**config.mk**
```make
export PLATFORM = sky130hd
export DESIGN_NAME = mqtt_publish_framer_unit_flat
export DESIGN_NICKNAME = d
export VERILOG_FILES = /design/src/rtl/core/pmf_pkg.sv /design/src/rtl/core/pmf_req_if.sv /design/src/rtl/core/pmf_rsp_if.sv /design/src/rtl/core/pmf_cfg_if.sv /design/src/rtl/core/pmf_front.sv /design/src/rtl/core/pmf_queue.sv /design/src/rtl/core/pmf_back.sv /design/src/rtl/core/mqtt_publish_framer_unit.sv /design/src/flat_wrapper.sv
export SDC_FILE = /design/constraint.sdc
export NUM_CORES = 1
export LEC_CHECK = 0
export ABC_AREA = 0
export BUFFER_PORTS_ARGS = -buffer_cell sky130_fd_sc_hd__buf_2
export CAP_MARGIN = 40
export CORE_ASPECT_RATIO = 0.75
export CORE_MARGIN = 10
export CORE_UTILIZATION = 50
export CTS_CLUSTER_DIAMETER = 50
export DETAILED_ROUTE_END_ITERATION = 8
export PLACE_DENSITY_LB_ADDON = 0.15
export SLEW_MARGIN = 10
export SYNTH_ARGS = -nofsm -noshare
export SYNTH_HDL_FRONTEND = slang
export SYNTH_SLANG_ARGS = --single-unit
```
**constraint.sdc**
```tcl
create_clock -name clk -period 22.6 [get_ports clk]
set_clock_uncertainty 0.15 [all_clocks]
set_input_delay 4.52 -clock clk [delete_from_list [all_inputs] [get_ports clk]]
set_output_delay 4.52 -clock clk [all_outputs]
set_load 0.02 [all_outputs]
```
**src/rtl/core/pmf_pkg.sv**
```systemverilog
// Shared types and constants for the PUBLISH packet framer.
// No dependencies; the front, queue, back and top files of the framer import this package.
package pmf_pkg;

  // Configuration register indexes
  localparam logic [1:0] REG_CTRL_TYPE        = 2'd0;
  localparam logic [1:0] REG_MAX_PACKET_BYTES = 2'd1;

  // Register reset values
  localparam logic [3:0]  CTRL_TYPE_RESET = 4'd3;
  localparam logic [17:0] MAX_BYTES_RESET = 18'd512;

  // Request kinds
  localparam logic REQ_HEADER = 1'b0;
  localparam logic REQ_BODY   = 1'b1;

  // Result status codes
  localparam logic STATUS_OK      = 1'b0;
  localparam logic STATUS_TOO_BIG = 1'b1;

  // Largest number of bytes one request can cause
  localparam int ENTRY_BYTES = 8;
  localparam int BIDX_W      = $clog2(ENTRY_BYTES);

  // Queue between front and back
  localparam int QUEUE_DEPTH = 4;
  localparam int QPTR_W      = $clog2(QUEUE_DEPTH);
  localparam int QCNT_W      = $clog2(QUEUE_DEPTH + 1);

  // One classified request: the bytes it emits and how to mark them
  typedef struct packed {
    logic [ENTRY_BYTES-1:0][7:0] data;
    logic [BIDX_W-1:0]           last_idx;
    logic                        mark_last;
    logic                        status;
  } entry_t;

  // Queue fill status seen by the front and the checks
  typedef struct packed {
    logic              empty;
    logic              full;
    logic [QCNT_W-1:0] count;
  } q_stat_t;

endpackage

```
**src/rtl/core/pmf_req_if.sv**
```systemverilog
// Request channel of the framer: header items and body bytes.
// Depends on nothing.
interface pmf_req_if;
  logic        valid;
  logic        ready;
  logic        req_type;
  logic [15:0] topic_size;
  logic [15:0] payload_size;
  logic [15:0] pkt_id;
  logic [1:0]  qos;
  logic        retain;
  logic        dup;
  logic [7:0]  data_byte;

  modport source (output valid, req_type, topic_size, payload_size, pkt_id, qos, retain,
                  dup, data_byte, input ready);
  modport sink (input valid, req_type, topic_size, payload_size, pkt_id, qos, retain,
                dup, data_byte, output ready);
endinterface

```
**src/rtl/core/pmf_rsp_if.sv**
```systemverilog
// Result channel of the framer: one packet byte per result.
// Depends on nothing.
interface pmf_rsp_if;
  logic       valid;
  logic       ready;
  logic [7:0] out_byte;
  logic       last;
  logic       status;

  modport source (output valid, out_byte, last, status, input ready);
  modport sink (input valid, out_byte, last, status, output ready);
endinterface

```
**src/rtl/core/pmf_cfg_if.sv**
```systemverilog
// Configuration write channel of the framer.
// Depends on nothing.
interface pmf_cfg_if;
  logic        valid;
  logic        ready;
  logic [1:0]  index;
  logic [17:0] data;

  modport source (output valid, index, data, input ready);
  modport sink (input valid, index, data, output ready);
endinterface

```
**src/rtl/core/pmf_front.sv**
```systemverilog
// Front end: holds configuration and packet progress, classifies each request
// and builds the byte entry it causes. Depends on pmf_pkg, pmf_req_if, pmf_cfg_if.
module pmf_front (
  input  logic            clk,
  input  logic            rst,
  pmf_req_if.sink         req,
  pmf_cfg_if.sink         cfg,
  input  logic            q_full,
  output logic            push,
  output pmf_pkg::entry_t push_entry
);
  import pmf_pkg::*;

  localparam logic [1:0] PH_IDLE    = 2'd0;
  localparam logic [1:0] PH_TOPIC   = 2'd1;
  localparam logic [1:0] PH_MESSAGE = 2'd2;

  logic [3:0]  ctrl_type;
  logic [17:0] max_packet_bytes;
  logic [1:0]  phase, phase_next;
  logic [15:0] topic_left, topic_left_next;
  logic [15:0] message_left, message_left_next;
  logic [15:0] held_id, held_id_next;
  logic        id_pending, id_pending_next;

  logic        accept;
  logic [16:0] len_sum;
  logic [17:0] rem;
  logic [17:0] total;
  logic [1:0]  nlen;
  logic        qos_nz;
  logic        too_big;
  logic [BIDX_W-1:0] k;
  entry_t      e;

  assign cfg.ready = 1'b1;
  assign req.ready = !q_full;
  assign accept    = req.valid && req.ready;

  // Size of the packet a header request describes
  assign qos_nz  = (req.qos != 2'd0);
  assign len_sum = {1'b0, req.topic_size} + {1'b0, req.payload_size};
  assign rem     = {1'b0, len_sum} + (qos_nz ? 18'd4 : 18'd2);
  assign nlen    = (rem < 18'd128) ? 2'd1 : ((rem < 18'd16384) ? 2'd2 : 2'd3);
  assign total   = rem + {16'd0, nlen} + 18'd1;
  assign too_big = (total > max_packet_bytes);

  // Classify the request and build its byte entry
  always_comb begin
    k                 = BIDX_W'(nlen) + BIDX_W'(1);
    e                 = '0;
    push              = 1'b0;
    phase_next        = phase;
    topic_left_next   = topic_left;
    message_left_next = message_left;
    held_id_next      = held_id;
    id_pending_next   = id_pending;
    e.status          = STATUS_OK;
    if (accept) begin
      if (req.req_type == REQ_HEADER) begin
        push = 1'b1;
        if (too_big) begin
          e.last_idx        = '0;
          e.mark_last       = 1'b1;
          e.status          = STATUS_TOO_BIG;
          phase_next        = PH_IDLE;
          topic_left_next   = '0;
          message_left_next = '0;
          id_pending_next   = 1'b0;
        end else begin
          e.data[0] = {ctrl_type, req.dup, req.qos, req.retain};
          e.data[1] = {(nlen != 2'd1), rem[6:0]};
          e.data[2] = {(nlen == 2'd3), rem[13:7]};
          e.data[3] = {4'd0, rem[17:14]};
          e.data[k]          = req.topic_size[15:8];
          e.data[k + 3'd1]   = req.topic_size[7:0];
          e.last_idx         = k + 3'd1;
          topic_left_next    = req.topic_size;
          message_left_next  = req.payload_size;
          held_id_next       = req.pkt_id;
          id_pending_next    = qos_nz;
          if (req.topic_size == 16'd0) begin
            if (qos_nz) begin
              e.data[k + 3'd2] = req.pkt_id[15:8];
              e.data[k + 3'd3] = req.pkt_id[7:0];
              e.last_idx       = k + 3'd3;
            end
            id_pending_next = 1'b0;
            e.mark_last     = (req.payload_size == 16'd0);
            phase_next      = (req.payload_size == 16'd0) ? PH_IDLE : PH_MESSAGE;
          end else begin
            phase_next = PH_TOPIC;
          end
        end
      end else begin
        unique case (phase)
          PH_TOPIC: begin
            push            = 1'b1;
            e.data[0]       = req.data_byte;
            topic_left_next = topic_left - 16'd1;
            if (topic_left == 16'd1) begin
              if (id_pending) begin
                e.data[1]  = held_id[15:8];
                e.data[2]  = held_id[7:0];
                e.last_idx = 3'd2;
              end
              id_pending_next = 1'b0;
              e.mark_last     = (message_left == 16'd0);
              phase_next      = (message_left == 16'd0) ? PH_IDLE : PH_MESSAGE;
            end
          end
          PH_MESSAGE: begin
            push              = 1'b1;
            e.data[0]         = req.data_byte;
            message_left_next = message_left - 16'd1;
            if (message_left == 16'd1) begin
              e.mark_last = 1'b1;
              phase_next  = PH_IDLE;
            end
          end
          default: begin
            // drop body bytes that arrive outside a packet
            push = 1'b0;
          end
        endcase
      end
    end
  end

  assign push_entry = e;

  // Hold configuration
  always_ff @(posedge clk) begin
    if (rst) begin
      ctrl_type        <= CTRL_TYPE_RESET;
      max_packet_bytes <= MAX_BYTES_RESET;
    end else if (cfg.valid && cfg.ready) begin
      case (cfg.index)
        REG_CTRL_TYPE:        ctrl_type        <= cfg.data[3:0];
        REG_MAX_PACKET_BYTES: max_packet_bytes <= cfg.data;
        default: ;
      endcase
    end
  end

  // Advance packet progress
  always_ff @(posedge clk) begin
    if (rst) begin
      phase        <= PH_IDLE;
      topic_left   <= '0;
      message_left <= '0;
      held_id      <= '0;
      id_pending   <= 1'b0;
    end else begin
      phase        <= phase_next;
      topic_left   <= topic_left_next;
      message_left <= message_left_next;
      held_id      <= held_id_next;
      id_pending   <= id_pending_next;
    end
  end

endmodule

```
**src/rtl/core/pmf_queue.sv**
```systemverilog
// Short queue of byte entries between the front and back ends.
// Depends on pmf_pkg.
module pmf_queue (
  input  logic             clk,
  input  logic             rst,
  input  logic             push,
  input  pmf_pkg::entry_t  push_entry,
  input  logic             pop,
  output pmf_pkg::entry_t  head,
  output pmf_pkg::q_stat_t stat
);
  import pmf_pkg::*;

  entry_t              slots [QUEUE_DEPTH];
  logic [QPTR_W-1:0]   wr_ptr;
  logic [QPTR_W-1:0]   rd_ptr;
  logic [QCNT_W-1:0]   count;
  logic                do_push;
  logic                do_pop;

  assign stat.count = count;
  assign stat.empty = (count == '0);
  assign stat.full  = (count == QCNT_W'(QUEUE_DEPTH));
  assign do_push    = push && !stat.full;
  assign do_pop     = pop && !stat.empty;
  assign head       = slots[rd_ptr];

  // Store pushed entries
  always_ff @(posedge clk) begin
    if (do_push) begin
      slots[wr_ptr] <= push_entry;
    end
  end

  // Advance pointers and fill count
  always_ff @(posedge clk) begin
    if (rst) begin
      wr_ptr <= '0;
      rd_ptr <= '0;
      count  <= '0;
    end else begin
      if (do_push) wr_ptr <= wr_ptr + 1'b1;
      if (do_pop)  rd_ptr <= rd_ptr + 1'b1;
      count <= count + QCNT_W'(do_push) - QCNT_W'(do_pop);
    end
  end

endmodule

```
**src/rtl/core/pmf_back.sv**
```systemverilog
// Back end: walks the head entry one byte a cycle into the output register, stalling while a held result is not taken.
// Depends on pmf_pkg and pmf_rsp_if.
module pmf_back (
  input  logic            clk,
  input  logic            rst,
  input  pmf_pkg::entry_t head,
  input  logic            q_empty,
  output logic            pop,
  pmf_rsp_if.source       rsp
);
  import pmf_pkg::*;

  logic [BIDX_W-1:0] idx;
  logic              out_valid;
  logic [7:0]        out_byte;
  logic              out_last;
  logic              out_status;
  logic              load;
  logic              take;
  logic              at_end;

  assign load   = !out_valid || rsp.ready;
  assign take   = load && !q_empty;
  assign at_end = (idx == head.last_idx);
  assign pop    = take && at_end;

  assign rsp.valid    = out_valid;
  assign rsp.out_byte = out_byte;
  assign rsp.last     = out_last;
  assign rsp.status   = out_status;

  // Advance the byte index within the head entry
  always_ff @(posedge clk) begin
    if (rst) begin
      idx       <= '0;
      out_valid <= 1'b0;
    end else if (take) begin
      idx       <= at_end ? '0 : idx + 1'b1;
      out_valid <= 1'b1;
    end else if (rsp.ready) begin
      out_valid <= 1'b0;
    end
  end

  // Load the output register
  always_ff @(posedge clk) begin
    if (take) begin
      out_byte   <= head.data[idx];
      out_last   <= head.mark_last && at_end;
      out_status <= head.status;
    end
  end

endmodule

```
**src/rtl/core/mqtt_publish_framer_unit.sv**
```systemverilog
// Top level of the PUBLISH packet framer: front end, entry queue, back end.
// Depends on pmf_pkg, pmf_req_if, pmf_rsp_if, pmf_cfg_if and the three submodules.
//
// Turns a header request and the topic and message bytes that follow into the
// serialized PUBLISH packet, one byte per result, the last one flagged; a
// packet larger than max_packet_bytes gives one result with status set
// instead. A request is taken whenever the four-entry queue between front and
// back has room, so body bytes stream in and out at one per cycle while the
// result channel keeps up. The output register moves one byte per cycle while
// its results are taken: a header request yields four to eight bytes, or one
// when too large, while the queue lets up to three further requests be taken
// meanwhile. On an idle block a request's first result passes through a queue
// slot and then the output register. Configuration writes are taken in any cycle.
module mqtt_publish_framer_unit (
  input logic       clk,
  input logic       rst,
  pmf_req_if.sink   req,
  pmf_rsp_if.source rsp,
  pmf_cfg_if.sink   cfg
);
  import pmf_pkg::*;

  logic    push;
  entry_t  push_entry;
  logic    pop;
  entry_t  head;
  q_stat_t q_stat;

  pmf_front u_front (
    .clk        (clk),
    .rst        (rst),
    .req        (req),
    .cfg        (cfg),
    .q_full     (q_stat.full),
    .push       (push),
    .push_entry (push_entry)
  );

  pmf_queue u_queue (
    .clk        (clk),
    .rst        (rst),
    .push       (push),
    .push_entry (push_entry),
    .pop        (pop),
    .head       (head),
    .stat       (q_stat)
  );

  pmf_back u_back (
    .clk     (clk),
    .rst     (rst),
    .head    (head),
    .q_empty (q_stat.empty),
    .pop     (pop),
    .rsp     (rsp)
  );

  // Error result is a lone, flagged, zero byte
  assert property (@(posedge clk) disable iff (rst)
    (rsp.valid && rsp.status == STATUS_TOO_BIG) |-> (rsp.last && rsp.out_byte == 8'd0))
    else $error("too-large result not a lone flagged zero byte");

  // Queue fill never passes its depth
  assert property (@(posedge clk) disable iff (rst)
    q_stat.count <= QCNT_W'(QUEUE_DEPTH))
    else $error("entry queue overfilled");

  // A full queue stops requests and nothing is pushed into it
  assert property (@(posedge clk) disable iff (rst)
    q_stat.full |-> (!req.ready && !push))
    else $error("request taken while queue full");

  // No result is shown right after reset
  assert property (@(posedge clk) disable iff (rst) $past(rst) |-> !rsp.valid)
    else $error("result valid right after reset");

endmodule
```
**src/flat_wrapper.sv**
```systemverilog
// flat-port wrapper written by rule: the top's interface ports become plain ports
module mqtt_publish_framer_unit_flat import pmf_pkg::*;
  (clk, rst, req_valid, req_req_type, req_topic_size, req_payload_size, req_pkt_id, req_qos, req_retain, req_dup, req_data_byte, req_ready, rsp_valid, rsp_out_byte, rsp_last, rsp_status, rsp_ready, cfg_valid, cfg_index, cfg_data, cfg_ready);
  pmf_req_if req_i ();
  pmf_rsp_if rsp_i ();
  pmf_cfg_if cfg_i ();
  input logic clk;
  input logic rst;
  input wire logic [$bits(req_i.valid)-1:0] req_valid;
  input wire logic [$bits(req_i.req_type)-1:0] req_req_type;
  input wire logic [$bits(req_i.topic_size)-1:0] req_topic_size;
  input wire logic [$bits(req_i.payload_size)-1:0] req_payload_size;
  input wire logic [$bits(req_i.pkt_id)-1:0] req_pkt_id;
  input wire logic [$bits(req_i.qos)-1:0] req_qos;
  input wire logic [$bits(req_i.retain)-1:0] req_retain;
  input wire logic [$bits(req_i.dup)-1:0] req_dup;
  input wire logic [$bits(req_i.data_byte)-1:0] req_data_byte;
  output wire logic [$bits(req_i.ready)-1:0] req_ready;
  output wire logic [$bits(rsp_i.valid)-1:0] rsp_valid;
  output wire logic [$bits(rsp_i.out_byte)-1:0] rsp_out_byte;
  output wire logic [$bits(rsp_i.last)-1:0] rsp_last;
  output wire logic [$bits(rsp_i.status)-1:0] rsp_status;
  input wire logic [$bits(rsp_i.ready)-1:0] rsp_ready;
  input wire logic [$bits(cfg_i.valid)-1:0] cfg_valid;
  input wire logic [$bits(cfg_i.index)-1:0] cfg_index;
  input wire logic [$bits(cfg_i.data)-1:0] cfg_data;
  output wire logic [$bits(cfg_i.ready)-1:0] cfg_ready;
  assign req_i.valid = req_valid;
  assign req_i.req_type = req_req_type;
  assign req_i.topic_size = req_topic_size;
  assign req_i.payload_size = req_payload_size;
  assign req_i.pkt_id = req_pkt_id;
  assign req_i.qos = req_qos;
  assign req_i.retain = req_retain;
  assign req_i.dup = req_dup;
  assign req_i.data_byte = req_data_byte;
  assign req_ready = req_i.ready;
  assign rsp_valid = rsp_i.valid;
  assign rsp_out_byte = rsp_i.out_byte;
  assign rsp_last = rsp_i.last;
  assign rsp_status = rsp_i.status;
  assign rsp_i.ready = rsp_ready;
  assign cfg_i.valid = cfg_valid;
  assign cfg_i.index = cfg_index;
  assign cfg_i.data = cfg_data;
  assign cfg_ready = cfg_i.ready;
  mqtt_publish_framer_unit u_core (.clk(clk), .rst(rst), .req(req_i), .rsp(rsp_i), .cfg(cfg_i));
endmodule
```
==> metrics.md, run 1 <==
| Metric | Value |
|---|---|
| Share of flip-flops with an asynchronous set or reset | 0% |
| Startpoint Class | input port |
| CP max stage cell | a2111oi_4 |
| YS warnings | 0 |
| Net Count, Synth | about 1700 |
| Vias in the first global route | between 10000 and 15000 |
| Area Overhead vs Synth | 12.07% |
| Die H | around 190 um |
| Tot Pwr | 2006 uW |
| Layout cells sized above 1 | between 10% and 20% |
| Post-DR vias/cell | 6.252 |
| Cell leakage power | slightly above 0.007 uW |
| Mean post-synth cell area | ~12 um^2 |
| Sequential Power Share | between 40% and 50% |
| Die area | roughly 0.046 mm^2 |
| Hold crit path type | reg2reg |
| Yosys reg bits | roughly 370 |
| Final Critical Period | approximately 14 ns |
| Starting density of the core | between 50% and 60% |
| Antenna-violating nets left | 0 |
| Worst Path Buf+Inv | 5 |
| Ports | 99 |
| Area share of the largest cell type after synthesis | between 40% and 50% |
| EDFF count, synth | 286 |
| Final Max Slew Viols | 0 |
| Status | completed |
| Final hold viol count | 0 |
| CTS tree | yes |
| Post-CTS Setup Repair Bufs | 0 |
| Max-cap violations | 0 |
| Total track usage | 23.00% |
| PortBufs | slightly below 100 |
| Largest net degree at the start of global routing | between 70 and 80 |
| Arr. time, crit path | about 14 ns |
| WL final | ~54000 um |
| CP top delay family | simple AND/OR/NAND/NOR gates |
| CTS max path bufs | 3 |
| Final core utilization | a little under three fifths |
| Clock-pin slew of the registers on the worst-case setup and hold paths | ~0.060 ns |
| Sw Share | between 30% and 40% |
| GPL Wtd Cong | 0.9455 |
| Max VDD drop | approximately 84 uV |
| Unique masters post-synth | 85 |
| RSZ-0062 raised after global routing | false |
| Post-Synthesis Cell Area | 0.01888 mm^2 |
| NetSw | roughly 630 uW |
| H-tree Lvls | 2 |
| Clock share of power | 30.8% |
| Crit end category | register |
| Core footprint | between 0.03 and 0.04 mm^2 |
| Max_slew headroom | around 37% |
| Syn Inst Count | roughly 1600 |
| Final #Nets | 1791 |
| Slew @ Worst Pin | between 0.9 and 1 ns |
| Post_cts resized | 0 |
| Sequential share of the synthesized area | a little over half |
| Post-synth top area cell | edfxtp_1 |
| Ranking of synthesized cells by area | edfxtp_1, mux4_2, dfxtp_1 |
| Hold bufs inserted after CTS | 0 |
| Worst-Skew Late Latency | about 0.54 ns |
| Crit path kind | in2reg |
| Setup TNS | 0 ns |
| Post-DP HPWL | ~37000 um |
| Most frequent cell after synthesis | edfxtp_1 |
| Combinational group share of total power | a little over a quarter |
| Period utilisation layout | just over 60% |
| PD cells | approximately 95 mW/mm^2 |
| Cts bufs inserted | 40 |
| DR WL/cell | roughly 25 um |
| Detailed router's first-iteration violation count | approximately 1700 |
| Post-synth top flop | edfxtp_1 |
| CP max FO | 71 |
| Total gr overflow | 0 |
| Max Clk Rate | roughly 70 MHz |
| Antenna violations before repair | 4 |
| First-pass GRT wire length | approximately 82000 um |
| Crit path required time | 22.75 ns |
| Rows | approximately 60 |
| Top cells by count, synth | edfxtp_1, nand2_1, nor2_1 |
| Routed via count | 13592 |
| CTS sink cnt | roughly 370 |
| DRC | 0 |
| Detailed Routing Iterations Pass 1 | 5 |
| Internal power | between 1000 and 1500 uW |
| CTS root buffer | clkbuf_16 |
| Die Wd | 244.4 um |
| Critical Path Max Stage Delay | roughly 0.75 ns |
| Setup violators final | 0 |
[cell families (layout without fill, tap and decap cells)]
kind of cell | Yosys count | after routing | share of synthesized area (%)
compound gates | 334 | 334 | 11.81
xor+xnor | 54 | 54 | 2.505
fa+ha+maj | 69 | 69 | 4.692
buf+inv | 160 | 266 | 3.506
flops | 372 | 372 | 54.61
mux | 111 | 111 | 11.58
other cells | 1 | 4 | 0.01986
simple gates | 460 | 460 | 11.28
[placed cells by master, fill, tap and decap left out, drive strengths merged, types with 9 or more instances in the layout]
cell / synthesis / routed
mux2i: 17 / 17
or3: 12 / 12
edfxtp: 286 / 286
nor2: 109 / 109
mux2: 9 / 9
ha: 66 / 66
inv: 63 / 66
mux4: 85 / 85
o221ai: 10 / 10
o211ai: 13 / 13
nor3: 39 / 39
nand4: 13 / 13
xor2: 25 / 25
nor4: 18 / 18
nand2b: 10 / 10
a311oi: 12 / 12
nand3: 35 / 35
a211oi: 26 / 26
buf: 25 / 128
a21o: 15 / 15
nor2b: 9 / 9
nand2: 177 / 177
a21oi: 107 / 107
xnor2: 29 / 29
o21ai: 52 / 52
a31oi: 12 / 12
clkbuf: 70 / 47
a22oi: 22 / 22
dfxtp: 86 / 86
clkinv: 2 / 20
a221oi: 16 / 16
[registers in the layout, summed over array words and instances (netlist names), named ones only]
register                         flops
u_core.u_back.idx                    3
u_core.u_back.rsp.last               1
u_core.u_back.rsp.out_byte           8
u_core.u_back.rsp.status             1
u_core.u_back.rsp.valid              1
u_core.u_front.ctrl_type             4
u_core.u_front.held_id              16
u_core.u_front.id_pending            1
u_core.u_front.max_packet_bytes     18
u_core.u_front.message_left         16
u_core.u_front.phase                 2
u_core.u_front.topic_left           16
u_core.u_queue.count                 3
u_core.u_queue.rd_ptr                2
u_core.u_queue.slots               276
u_core.u_queue.wr_ptr                2
[power by group through the flow]
stage	Clock, uW	Combinational [uW]	Sequential (uW)
finish	618	544	845
global route	660	594	852
CTS	629	545	845
detailed placement	0	542	859
global placement	0	533	857
floorplan	0	370	860
[per-layer routing]
layer / GRT usage (%) / wire length, um / vias up
met5: 0 / 11 / -
met4: 6.961 / 1568 / 2
met3: 5.766 / 5682 / 99
met2: 32.57 / 22680 / 668
met1: 34.04 / 23800 / 6709
li1: - / - / 6114
[final timing paths]
kind | to | cells after the start | startpoint | slack (ns)
max reg2reg | u_core.u_queue.slots[1][5]$_DFFE_PP_ | 13 | u_core.u_front.max_packet_bytes[3]$_SDFFE_PP0P_ | 18.14
min reg2reg | u_core.u_front.max_packet_bytes[14]$_SDFFE_PP0P_ | 2 | u_core.u_front.max_packet_bytes[14]$_SDFFE_PP0P_ | 0.31
min | u_core.u_front.max_packet_bytes[14]$_SDFFE_PP0P_ | 2 | u_core.u_front.max_packet_bytes[14]$_SDFFE_PP0P_ | 0.31
max | u_core.u_queue.slots[1][5]$_DFFE_PP_ | 34 | req_qos[0] | 8.68
[tightest hold or removal path: stages (launching register included)]
cell and delay, ns:
dfxtp_1 0.31, nand2_1 0.05, a21oi_1 0.05
[cell type report]
cell class | instances | area (um^2)
clock buffer | 47 | 1049
multi-input combinational | 1029 | 7939
tap | 504 | 630.6
sequential | 372 | 10320
timing repair buffer | 128 | 782.0
inverter | 65 | 244.0
fill | 3055 | 16010
antenna | 3 | 7.507
clock inverter | 26 | 190.2
[per-stage QoR]
step	std cells	hold WS (ns)	setup WS (ns)	instance area, um^2
global placement	2094	0.2947	8.702	19820
finish	2174	0.3050	8.684	21160
global route	2172	0.3185	8.003	21150
detailed placement	2098	0.2979	8.355	19910
floorplan	1561	0.2862	10.63	18880
CTS	2171	0.3060	8.913	21150
Power figures use the tool's default switching activity.
==> run 2, diff against run 1 <==
- clock period: 22.6 -> 12.68 ns (I/O delays scaled with it)
==> run 2 against run 1 <==
First-iteration DRC count down 0.64%. Clock power up 96%. Worst hold slack about the same. Setup slack worse by 7.2 ns. Combinational power up 81%. Cell area up 0.82%. Sequential share of layout area down 0.39 points. Final cell count about the same. Global-route usage up 0.11 points. Critical endpoint is now u_core.u_queue.slots[0][3]$_DFFE_PP_. Highest routed layer unchanged.
==> metrics.md, run 2 (synthesis gave the netlist of run 1 again) <==
| Metric | Value |
|---|---|
| Largest Register | u_core.u_queue.slots |
| RSZ-0062 raised after global routing | false |
| Worst-Skew Late Latency | roughly 0.56 ns |
| Core footprint | 0.03717 mm^2 |
| Antenna-violating nets left | 0 |
| Post-DR vias/cell | about 6.3 |
| DR WL/cell | 24.87 um |
| Sw Share | about 31% |
| Hold crit path type | reg2reg |
| Filler Cells Inserted | ~3100 |
| Detailed Routing Iterations Pass 1 | 5 |
| Startpoint Class | input port |
| Die area | ~0.046 mm^2 |
| Clock share of power | between 30 and 40% |
| CTS tree | yes |
| Arr. time, crit path | around 11 ns |
| CTS max path bufs | 3 |
| H-tree Lvls | 2 |
| Total gr overflow | 0 |
| Final Max Slew Viols | 0 |
| Final hold viol count | 0 |
| Largest net degree at the start of global routing | 71 |
| Final #Nets | between 1500 and 2000 |
| Commonest non-fill, non-tap cell in the layout | edfxtp_1 |
| Max VDD drop | around 150 uV |
| Crit end category | register |
| Die Wd | around 240 um |
| Ports | a little under 100 |
| Cts bufs inserted | 40 |
| Most frequent cells in the layout | edfxtp_1, nand2_1, nor2_1, a21oi_1, buf_2 |
| Sequential Power Share | between 40% and 50% |
| CTS sink cnt | around 370 |
| Antenna violations before repair | 4 |
| Area Overhead vs Synth | 12.99% |
| Status | completed |
| Cell leakage power | ~0.0072 uW |
| WL final | roughly 54000 um |
| Tot Pwr | around 3700 uW |
| Post-CTS Setup Repair Bufs | 0 |
| CTS root buffer | clkbuf_16 |
| Routed via count | 13605 |
| PD cells | 173.0 mW/mm^2 |
| Post-DP HPWL | ~37000 um |
| Max Clk Rate | approximately 90 MHz |
| Total track usage | a little under a quarter |
| Final Critical Period | 11.15 ns |
| Crit path kind | in2reg |
| Internal power | between 2000 and 3000 uW |
| Post_cts resized | 0 |
| GPL Wtd Cong | just under 1 |
| DRC | 0 |
| Vias in the first global route | between 10000 and 15000 |
| Layout cells sized above 1 | 19.04% |
| Flip-flop count of the largest register after layout | about 280 |
| Combinational group share of total power | a little over a quarter |
| Period utilisation layout | between 80% and 90% |
| Crit path required time | roughly 13 ns |
| Setup violators final | 0 |
| First-pass GRT wire length | ~80000 um |
| Detailed router's first-iteration violation count | roughly 1700 |
| CP max FO | 70 |
| Slew @ Worst Pin | between 0.8 and 0.9 ns |
| CP max stage cell | clkinv_1 |
| PortBufs | between 90 and 100 |
| Critical Path Max Stage Delay | 0.79 ns |
| Max_slew headroom | roughly 40% |
| Setup TNS | 0 ns |
| Max-cap violations | 0 |
| Leading registers by flop count | u_core.u_queue.slots x276, u_core.u_front.max_packet_bytes x18 |
| Rows | roughly 60 |
| NetSw | between 1000 and 1500 uW |
| Hold bufs inserted after CTS | 0 |
| Clock-pin slew of the registers on the worst-case setup and hold paths | roughly 0.06 ns |
| Starting density of the core | between 50% and 60% |
| Die H | roughly 190 um |
run 2: worst paths after layout:
check,start,depth (start not counted),slack [ns],endpoint
setup / recovery,req_qos[0],35,1.53,u_core.u_queue.slots[0][3]$_DFFE_PP_
setup reg to reg,u_core.u_front.max_packet_bytes[13]$_SDFFE_PP0P_,13,8.69,u_core.u_queue.slots[0][3]$_DFFE_PP_
hold / removal,u_core.u_front.max_packet_bytes[7]$_SDFFE_PP0P_,2,0.31,u_core.u_front.max_packet_bytes[7]$_SDFFE_PP0P_
hold reg to reg,u_core.u_front.max_packet_bytes[7]$_SDFFE_PP0P_,2,0.31,u_core.u_front.max_packet_bytes[7]$_SDFFE_PP0P_
run 2: routing by layer:
metal,vias to the layer above,global-route usage [%],wire length (um)
met5,-,0,13
met4,2,6.460,1395
met3,118,5.455,5014
met2,652,32.92,23290
met1,6708,34.44,24400
li1,6125,-,-
run 2: area by class of cell:
type / count / area, um^2 / share of cell area (%)
Antenna cell: 2 / 5.005 / 0.02346
Clock buffer: 47 / 1070 / 5.015
Clock inverter: 24 / 292.8 / 1.373
Inverter: 65 / 244.0 / 1.144
Multi-Input combinational cell: 1029 / 7939 / 37.22
Sequential cell: 372 / 10320 / 48.37
Tap cell: 504 / 630.6 / 2.956
Timing Repair Buffer: 133 / 833.3 / 3.906
run 2: per-stage QoR:
stage | setup slack (ns) | area, um^2 | util [%] | cells | hold slack [ns]
global route | 0.9674 | 21330 | 57.38 | 2175 | 0.3287
floorplan | 2.698 | 18880 | - | 1561 | 0.2862
detailed placement | 1.214 | 19960 | 53.71 | 2103 | 0.2977
CTS | 1.756 | 21330 | 57.38 | 2174 | 0.3063
global placement | 1.501 | 19850 | 53.40 | 2098 | 0.2921
finish | 1.530 | 21330 | 57.39 | 2176 | 0.3052
run 2: critical path, delay by kind of cell:
family | cells | cell delay, ns
buf+inv | 8 | 2.47
simple gates | 11 | 2.42
xor+xnor | 2 | 0.30
fa+ha+maj | 5 | 1.56
compound gates | 9 | 1.91
run 2: power by group through the flow:
stage / Clock, uW / Combinational [uW] / Sequential (uW)
after floorplan: 0 / 660 / 1530
after global placement: 0 / 964 / 1510
after detailed placement: 0 / 981 / 1520
after CTS: 1230 / 986 / 1490
after global routing: 1280 / 1080 / 1500
final: 1210 / 986 / 1490
==> run 3, diff against run 2 <==
- SYNTH_HIERARCHICAL: unset -> 1
- clock period: 12.68 -> 13.1 ns (I/O delays scaled with it)
==> run 3 against run 2 <==
Non-clock buffer count down 3. Wire length increased by 1.4%. Largest cell class unchanged. Combinational power shrank 3.0%. Core utilization shrank 0.16 points.
==> metrics.md, run 3 <==
| Metric | Value |
|---|---|
| Unique masters post-synth | ~80 |
| Layout cells sized above 1 | a little under a fifth |
| RSZ-0062 raised after global routing | false |
| Vias in the first global route | 13117 |
| CP max stage cell | buf_4 |
| Critical Path Max Stage Delay | between 0.6 and 0.7 ns |
| Total gr overflow | 0 |
| Crit path required time | around 13 ns |
| Hold crit path type | reg2reg |
| Post-DR vias/cell | approximately 6.3 |
| Crit end category | register |
| Final Max Slew Viols | 0 |
| Cts bufs inserted | 40 |
| Slew @ Worst Pin | 0.9304 ns |
| Post-DP Area | around 0.020 mm^2 |
| Period utilisation layout | around four fifths |
| Tot Pwr | around 3600 uW |
| Die area | ~0.046 mm^2 |
| Total track usage | a little under a quarter |
| CTS sink cnt | ~370 |
| Final Critical Period | between 10 and 15 ns |
| Core footprint | between 0.03 and 0.04 mm^2 |
| Synth Area in Compound Gates | about 12% |
| Max_slew headroom | about 38% |
| WL final | between 50000 and 60000 um |
| YS warnings | 6 |
| Most frequent CP cell | nor2_1 |
| Area Overhead vs Synth | 12.33% |
| Hold bufs inserted after CTS | 0 |
| Max VDD drop | 108.1 uV |
| GRT met3 Usage | just under 6% |
| First-pass GRT wire length | between 80000 and 90000 um |
| Area share of the largest cell type after synthesis | between 40 and 50% |
| PortBufs | 97 |
| # placed instances | roughly 2100 |
| Clock-pin slew of the registers on the worst-case setup and hold paths | roughly 0.06 ns |
| DRC | 0 |
| Starting density of the core | 50.95% |
| Arr. time, crit path | 10.72 ns |
| Met1 usage | between 30% and 40% |
| Yosys reg bits | roughly 370 |
| Flip-flop count of the largest register after layout | roughly 280 |
| Leading registers by flop count | u_core/u_queue/slots x276, u_core/u_front/max_packet_bytes x18 |
| Setup TNS | 0 ns |
| Die H | roughly 190 um |
| Ranking of synthesized cells by area | edfxtp_1, mux4_2, dfxtp_1 |
| Post-synth top flop | edfxtp_1 |
| Final std cells w/o fill | 2155 |
| Post-DP HPWL | about 38000 um |
| Mean post-synth cell area | between 10 and 15 um^2 |
| Most used routing layer | met2 |
| Net Count, Synth | approximately 1700 |
| Xor and xnor fraction of the mapped netlist area | between 2 and 2.5% |
| Most frequent cell after synthesis | edfxtp_1 |
| Top cells by count, synth | edfxtp_1, nand2_1, a21oi_1 |
| Final hold viol count | 0 |
| Post-Synthesis Cell Area | roughly 0.019 mm^2 |
| Final #Nets | 1772 |
| Status | completed |
| DR WL/cell | approximately 25 um |
| Max-cap violations | 0 |
| M2 GR Usage | 34.34% |
| Detailed Routing Iterations Pass 1 | 8 |
| Max Clk Rate | 93.67 MHz |
| Cell leakage power | between 0.007 and 0.008 uW |
| Adder-Cell Fraction of Synth Area | between 4 and 5% |
| Setup violators final | 0 |
| H-tree Lvls | 2 |
| Largest Register | u_core/u_queue/slots |
| Rows | 61 |
| CTS tree | yes |
| Sequential share of the synthesized area | 54.33% |
| Post-CTS Setup Repair Bufs | 0 |
| CTS max path bufs | 3 |
| Share of flip-flops with an asynchronous set or reset | 0% |
| PD cells | roughly 170 mW/mm^2 |
| Commonest non-fill, non-tap cell in the layout | edfxtp_1 |
| Most frequent cells in the layout | edfxtp_1, nand2_1, a21oi_1, nor2_1, buf_2 |
| GPL Wtd Cong | about 0.93 |
| EDFF count, synth | about 290 |
| Post-synth top area cell | edfxtp_1 |
| Syn Inst Count | between 1500 and 2000 |
| Ports | 99 |
| Post_cts resized | 0 |
| Startpoint Class | input port |
| CP max FO | 68 |
| CTS root buffer | clkbuf_16 |
| Post-synthesis simple-gate area fraction | between 10% and 20% |
| Largest net degree at the start of global routing | 69 |
| Crit path kind | in2reg |
| Detailed router's first-iteration violation count | 1803 |
| Antenna-violating nets left | 0 |
| Fraction of synthesized area in multiplexers | about an eighth |
| Routed via count | 13499 |
| Antenna violations before repair | 3 |
| Post-route cell area | around 0.021 mm^2 |
| Die Wd | approximately 240 um |
| Worst-Skew Late Latency | between 0.5 and 0.6 ns |
| Main combinational cell family by area after synthesis | compound AO/OA/AOI/OAI gates |
## run 3: cell count changes after synthesis, moves of 8 or more
cell       before  now
and2_1          6   14
mux4_1          0    8
nand2_1       175  144
a32oi_1         0    9
buf_2          10   22
inv_1          61   71
o211ai_1       13    3
a2bb2oi_1       1   12
a211oi_1       26   15
clkbuf_1       67   58
mux4_2         85   77
mux2_4          0    8
## run 3: per-layer routing
layer  up-vias  wire length, um
met3        84             5518
met1      6741            24040
met4         0             1243
li1       6050                -
met2       624            24070
met5         -                0
## run 3: logic make-up (layout without fill, tap and decap cells)
kind of cell | count (synthesis) | after routing
AOI/OAI and AO/OA | 351 | 351
xor gates and xnor gates | 50 | 50
adders and majority gates | 69 | 69
buffers and inverters | 168 | 276
DFF | 372 | 372
muxes | 113 | 113
other | 1 | 3
and+or+nand+nor | 417 | 417
## run 3: worst paths after layout
path	cells after the start	slack, ns	to	start
setup reg to reg	12	9.26	u_core/u_queue/count[1]$_SDFF_PP0_	register
hold / removal	2	0.31	u_core/u_front/max_packet_bytes[4]$_SDFFE_PP0P_	u_core/u_front/max_packet_bytes[4]$_SDFFE_PP0P_
setup / recovery	33	2.42	u_core/u_queue/slots[1][15]$_DFFE_PP_	req_qos[0]
hold reg to reg	2	0.31	u_core/u_front/max_packet_bytes[4]$_SDFFE_PP0P_	u_core/u_front/max_packet_bytes[4]$_SDFFE_PP0P_
## run 3: power by group
| group | switching, uW | internal, uW |
|---|---|---|
| clock network | 465 | 676 |
| registers | 47.7 | 1420 |
| logic | 596 | 360 |
## run 3: critical path, delay by kind of cell
| family | cells | cell delay (ns) |
|---|---|---|
| simple gates | 12 | 2.60 |
| fa+ha+maj | 4 | 1.72 |
| buf+inv | 7 | 1.52 |
| xor+xnor | 1 | 0.09 |
| compound gates | 9 | 2.11 |
## run 3: metrics by stage
| step | utilization [%] | hold slack (ns) | setup WS, ns |
|---|---|---|---|
| 6_report | 57.23 | 0.3061 | 2.424 |
| 5_1_grt | 57.22 | 0.3208 | 1.851 |
| 3_3_place_gp | 53.13 | 0.2917 | 1.744 |
| 2_1_floorplan | - | 0.2862 | 3.566 |
| 4_1_cts | 57.22 | 0.3056 | 2.680 |
| 3_5_place_dp | 53.68 | 0.2967 | 2.120 |
## run 3: area by class of cell
| cell class | instances | area [um^2] |
|---|---|---|
| Tap cell | 504 | 630.6 |
| Multi-Input combinational cell | 1001 | 7935 |
| Sequential cell | 372 | 10320 |
| Antenna cell | 2 | 5.005 |
| Timing Repair Buffer | 130 | 840.8 |
| Clock inverter | 25 | 260.3 |
| Inverter | 72 | 270.3 |
| Fill cell | 3085 | 15930 |
| Clock buffer | 49 | 1056 |
